### src/hw/rtl/mxt_pkg.sv
// Shared types and constants for the maximum XOR pair trie block.
// Holds default sizes and the command/status structs between controller and datapath.
// No dependencies.
package mxt_pkg;

    localparam int VALUE_W           = 32;
    localparam int DEF_MAX_WORDS     = 64;
    localparam int DEF_WORD_BITS     = 32;

    // Commands from the controller to the datapath, at most one high per cycle.
    typedef struct packed {
        logic accept;     // capture a beat and, unless the set is full, start the insert walk
        logic ins_step;   // walk one trie level, inserting
        logic walk_init;  // restart the walk at the root for the query
        logic qry_step;   // walk one trie level, querying
        logic update;     // fold the query result into the running maximum and count the word
        logic emit;       // present the result and clear the trie
    } t_cmd;

    // Status from the datapath back to the controller.
    typedef struct packed {
        logic full;       // set already holds the maximum number of words
        logic last;       // the current beat carries the last flag
        logic ins_done;   // this insert step is the final one of its walk
        logic qry_done;   // this query step is the final one of its walk
    } t_status;

endpackage

### src/hw/rtl/mxt_ctrl.sv
// Controller for the maximum XOR pair trie: sequences insert and query walks.
// Depends on mxt_pkg (t_cmd, t_status).
module mxt_ctrl (
    input  logic             i_clk,
    input  logic             i_rst_n,
    input  logic             start,
    output logic             busy,
    output mxt_pkg::t_cmd    o_cmd,
    input  mxt_pkg::t_status i_status
);
    import mxt_pkg::*;

    typedef enum logic [2:0] {
        S_IDLE,
        S_INS,
        S_QINIT,
        S_QRY,
        S_UPD,
        S_END
    } t_state;

    t_state r_state;
    t_state n_state;
    logic   r_busy;
    logic   n_busy;

    always_comb begin
        o_cmd           = '0;
        o_cmd.accept    = (r_state == S_IDLE) && start;
        o_cmd.ins_step  = (r_state == S_INS);
        o_cmd.walk_init = (r_state == S_QINIT);
        o_cmd.qry_step  = (r_state == S_QRY);
        o_cmd.update    = (r_state == S_UPD);
        o_cmd.emit      = (r_state == S_END) && i_status.last;
    end

    always_comb begin
        n_state = r_state;
        case (r_state)
            S_IDLE: begin
                // a beat beyond capacity skips the walks
                if (start) begin
                    n_state = i_status.full ? S_END : S_INS;
                end
            end
            S_INS: begin
                if (i_status.ins_done) begin
                    n_state = S_QINIT;
                end
            end
            S_QINIT: begin
                n_state = S_QRY;
            end
            S_QRY: begin
                if (i_status.qry_done) begin
                    n_state = S_UPD;
                end
            end
            S_UPD: begin
                n_state = S_END;
            end
            S_END: begin
                n_state = S_IDLE;
            end
            default: begin
                n_state = S_IDLE;
            end
        endcase
        n_busy = (n_state != S_IDLE);
    end

    always_ff @(posedge i_clk) begin
        if (!i_rst_n) begin
            r_state <= S_IDLE;
            r_busy  <= 1'b0;
        end else begin
            r_state <= n_state;
            r_busy  <= n_busy;
        end
    end

    assign busy = r_busy;

`ifndef SYNTHESIS
    a_busy_tracks_state: assert property (@(posedge i_clk) disable iff (!i_rst_n)
        (r_state == S_IDLE) == !r_busy)
        else $error("busy out of step with controller state");

    a_full_skips_walk: assert property (@(posedge i_clk) disable iff (!i_rst_n)
        (o_cmd.accept && i_status.full) |=> (r_state == S_END))
        else $error("beat beyond capacity entered a walk");

    a_query_follows_insert: assert property (@(posedge i_clk) disable iff (!i_rst_n)
        (r_state == S_QINIT) |-> ($past(r_state) == S_INS))
        else $error("query started without an insert walk");

    a_one_cmd: assert property (@(posedge i_clk) disable iff (!i_rst_n)
        $onehot0(o_cmd))
        else $error("more than one datapath command in a cycle");
`endif

endmodule

### config.mk
export PLATFORM = sky130hd
export DESIGN_NAME = mxt_ctrl
export DESIGN_NICKNAME = d
export VERILOG_FILES = /design/src/hw/rtl/mxt_pkg.sv /design/src/hw/rtl/mxt_ctrl.sv
export SDC_FILE = /design/constraint.sdc
export NUM_CORES = 1
export LEC_CHECK = 0
export BUFFER_PORTS_ARGS = -buffer_cell sky130_fd_sc_hd__buf_2
export CORE_AREA = 2 2 39 41
export CTS_CLUSTER_SIZE = 25
export DETAILED_ROUTE_END_ITERATION = 7
export DIE_AREA = 0 0 41 43
export MAX_ROUTING_LAYER = met4
export PLACE_DENSITY = 0.45
export RECOVER_POWER = 50
export SLEW_MARGIN = 25
export SYNTH_ARGS = -nofsm -noshare
export SYNTH_HDL_FRONTEND = slang
export SYNTH_SLANG_ARGS = --single-unit
### constraint.sdc
create_clock -name i_clk -period 1.1 [get_ports i_clk]
set_clock_uncertainty 0.1 [all_clocks]
set_input_delay 0.11 -clock i_clk [delete_from_list [all_inputs] [get_ports i_clk]]
set_output_delay 0.11 -clock i_clk [all_outputs]
set_load 0.005 [all_outputs]
Word-level counts from Yosys, hierarchy flattened. Cells that the tools add are included.

Register bits: 4. Input port bits: 7. Output and inout port bits: 7. Word-level logic and storage cells: 16.

Equal/unequal tests: 5. Muxes and demuxes: 5. Reduce and logical (&&, ||, !) cells: 4.

Operator list (number): 3-bit one-hot mux with 5 select lines (1); 3-bit two-way mux (4); 3-bit by 2-bit equality test with 1-bit output (second input constant) (2); 3-bit equality test (second input constant) (2); 3-bit by 1-bit equality test with 1-bit output (second input constant) (1); 3-bit zero test (1); 3-bit nonzero test (1); 1-bit logical AND (2).

Depth between registers and ports, before layout.
Word-level depth: 4. Depth in mapped cells: 4. Gate-level depth less buffers: 3.

Worst setup path after synthesis. Ideal clock, no wire load.

Path kind: reg2reg. Start: reg r_state[1]. End: reg r_busy, in the netlist busy. Library setup time: 0.127 ns. Arrival: 0.815 ns. Data required time: 0.873 ns. Path slack: 0.058 ns. Cell stages (with the launch flop): 5. Buffers on the path: 1. Clock period less this slack: 1.042 ns. Cell sequence: dfxtp_1 buf_6 and3b_1 a21oi_2 o221ai_2.

Word-level cells in the longest chain between the ends: 3. Elaborated cells between the ends (all ways): 10. Classes of those cells: eq/ne (4); mux (4); reduce/logical (2).

Ends and longest elaborated chain: start: declaration (RTL line mxt_ctrl.sv:22) `t_state r_state;`; start signal: assignment (RTL line mxt_ctrl.sv:77) `r_state <= n_state;`; 3-bit equality test (tied with other cells) (RTL line mxt_ctrl.sv:39) `case (r_state)`; 3-bit one-hot mux with 5 select lines * (RTL line mxt_ctrl.sv:39); 3-bit nonzero test * (RTL line mxt_ctrl.sv:69) `n_busy = (n_state != S_IDLE);`; end signal: assignment (RTL line mxt_ctrl.sv:78) `r_busy <= n_busy;`; end: declaration (RTL line mxt_ctrl.sv:24) `logic r_busy;`.

Mark *: on every way between the ends. The rest lies on a longest branch, timed or not. A chain may end at the register's enable or synchronous reset.

==> flow_summary_export.csv <==
group,metric,value,unit
power,pwr-share-clk,29.8,%
placed_design,dp_hpwl,540.2,microns
die,die_h,43,microns
logic_synthesis,synth_top_cell_area_share,28.32,%
setup_path,cpMaxStageDelayCell,"dfxtp_4",
setup_path,crit_fanout,5,
timing,hold_viol,0,
placed_design,gp_congestion,0.6458,
clocking,numCtsBuffers,3,
drt,drtPass1Iterations,3,
timing,final_max_slew_viol_count,0,
logic_synthesis,synth_flop_cell,"dfxtp_1",
drt,wl,776,microns
global_routing,antenna_found_initial,0,
final_layout,diodes,0,
power,p_sw_share,29.09,%
power,p_leak,0.2305,nW
run_status,run_status,"finished, violations left",
timing,relSlewSlack,86.46,%
global_routing,grt_max_degree,9,
logic_synthesis,synth_edf_count,0,
clocking,clk_pin_slew,0.03,ns
logic_synthesis,synth.largest_area_cell,"dfxtp_1",
setup_path,required,0.89,ns
die,start_util,20.43,%
power,p_per_area,1178,mW/mm^2
logic_synthesis,ys_warn_count,0,
setup_path,start_kind,"flop",
drt,vias,316,
drt,wl_per_cell,11.09,microns
placed_design,port_buffers,13,
logic_synthesis,yosysSeqAreaShare,28.32,%
logic_synthesis,synth_cell_types,20,
run,cap_viol_max_count,0,
logic_synthesis,async_flop_share,0,%
final_layout,drive_gt1_share,72.22,%
clocking,clock_sinks,4,
die,fp-row-count,14,
setup_path,crit_family,"flip-flops",
power,power.internal,0.4235,mW
clocking,cts_root_buffer,"clkbuf_4",
timing,finalSetupTns,-0.6146,ns
drt,ant_nets,0,
final_layout,num-nets-final,63,
die,num_io_pins,14,
timing,finalCritPeriodShare,111.0,%
global_routing,grt_overflow,0,
global_routing,grt_first_pass_wirelength,1179,microns
final_layout,nFillCells,154,
logic_synthesis,syn_avg_cell_area,8.569,sq um
final_layout,area_growth,79.20,%
logic_synthesis,syn_area,282.8,sq um
clocking,cts_max_level,1,
power,p_seq_share,32.5,%
setup_path,cpMostUsedCell,"buf_6",
logic_synthesis,synthTopCellsByArea,"dfxtp_1 28%, nand2b_1 11%, buf_6 8.0%, o221ai_2 5.3%, and3_1 4.4%",
die,core_area,0.001384,sq mm
setup_path,cp-end-kind,"output port",
clocking,clockBufferDepth,2,
global_routing,track_usage,11.01,%
setup_path,crit_chain,"buf_6 -> inv_4 -> and3_4 -> buf_6",
logic_synthesis,synth_most_common_cell,"nand2b_1",
power,power_frac_comb,37.8,%
logic_synthesis,ys_ff_latch,4,
final_layout,fin_cells,70,
die,die_x,41,microns
timing,setup_violations,8,
drt,viasPerCell,4.514,
logic_synthesis,ys_top_cells_by_count,"5 x nand2b_1, 4 x dfxtp_1",
run_status,violations,"setup timing",
power,p_sw,0.1737,mW
clocking,cts_tree,"yes",
die,fp.dieArea,0.001763,sq mm
power,irDropWorstVdd,0.4374,mV
timing,fin_ws,-0.1205,ns
setup_path,crit_buf_inv,3,
placed_design,dp_cells,63,
logic_synthesis,synthCells,33,
setup_path,crit_type,"reg -> out",
drt,first_iter_violations,5,
clocking,clk_latency,0.23,ns
setup_path,arrival,1.01,ns
timing,rsz0062_at_grt,"yes",
setup_path,slowest_delay,0.38,ns
timing,final.min_clock_period,1.220,ns
timing,fmax,0.8193,GHz
drt,drcViolationCount,0,
logic_synthesis,synth_nets,40,
hold_path,hold_class,"in -> reg",
timing,max_slew.worst_pin.slew,0.2024,ns
global_routing,grt_pass1_vias,292,
-- metrics by stage --
stage / utilization (%) / worst slack, ns / total power [mW] / area (sq um) / hold slack (ns)
2_1_floorplan: - / 0.05789 / 0.2906 / 282.8 / 0.1317
3_3_place_gp: 27.49 / 0.0008933 / 0.3628 / 380.4 / 0.2864
3_5_place_dp: 27.49 / 0.01680 / 0.3603 / 380.4 / 0.2875
4_1_cts: 32.91 / -0.1319 / 0.5751 / 455.4 / 0.04392
5_1_grt: 36.62 / -0.1649 / 0.6506 / 506.7 / 0.05305
6_report: 36.62 / -0.1205 / 0.5972 / 506.7 / 0.04877
-- flip-flops by register name, summed over array words and instances, names as in the netlist --
name	flops
r_state	3
busy	1
-- cells by family (layout without fill, tap and decap cells) --
| family | Yosys count | count (layout) | synth area share (%) |
|---|---|---|---|
| AOI/OAI and AO/OA | 9 | 9 | 25.22 |
| buffers and inverters | 4 | 25 | 10.62 |
| DFF | 4 | 4 | 28.32 |
| and+or+nand+nor | 16 | 16 | 35.85 |
-- worst reg2reg max path, cell delays in order, from the launching register on --
cell and delay, ns:
dfxtp_4 0.36, buf_4 0.15, and3b_1 0.17, a21oi_2 0.13, o221ai_2 0.10
-- final timing paths --
check / from / end / slack [ns] / cells after the start
max: r_state[1]$_SDFF_PN0_ / o_cmd[4] / -0.12 / 4
min: i_rst_n / r_state[2]$_SDFF_PN0_ / 0.05 / 2
max reg2reg: r_state[0]$_SDFF_PN0_ / busy$_SDFF_PN0_ / -0.05 / 4
min reg2reg: r_state[2]$_SDFF_PN0_ / r_state[0]$_SDFF_PN0_ / 0.50 / 2
-- final cells by class --
type | count | area [sq um] | share of cell area, %
multi-input cells | 25 | 221.5 | 43.70
repair buffers | 20 | 141.4 | 27.90
flip-flops and latches | 4 | 91.34 | 18.02
clock buffers | 3 | 22.52 | 4.444
well taps | 16 | 20.02 | 3.951
inverters | 2 | 10.01 | 1.975
-- layout by cell type (no fill, tap or decap), types with 2 or more instances in the layout --
cell type	synthesis	layout
a21oi_1	2	2
and3_4	0	2
buf_2	0	11
buf_4	0	4
buf_6	2	5
clkbuf_4	0	3
dfxtp_4	0	3
nand2b_1	5	3
nand2b_4	0	2
nor3_2	0	2
-- power groups by stage --
| stage | logic, mW | clock network [mW] | registers [mW] |
|---|---|---|---|
| floorplan | 0.112 | 0 | 0.179 |
| global placement | 0.180 | 0 | 0.183 |
| detailed placement | 0.178 | 0 | 0.183 |
| CTS | 0.191 | 0.192 | 0.193 |
| global route | 0.248 | 0.205 | 0.198 |
| finish | 0.225 | 0.178 | 0.194 |
-- routing by layer --
| layer | global-route usage, % | up-vias | part of all wire (%) |
|---|---|---|---|
| li1 | - | 161 | - |
| met1 | 10.93 | 144 | 41 |
| met2 | 15.31 | 11 | 54 |
| met3 | 7.853 | 0 | 5.2 |
| met4 | 6.000 | 0 | 0 |
| met5 | - | - | 0 |
-- timing repair --
item / in CTS / in global routing
hold buffers: 0 / 0
setup endpoints to repair: 6 / 10
pin swaps: 3 / 3
buffers inserted: 4 / 1
gates resized for setup: 15 / 9
(Power assumes the default switching activity.)
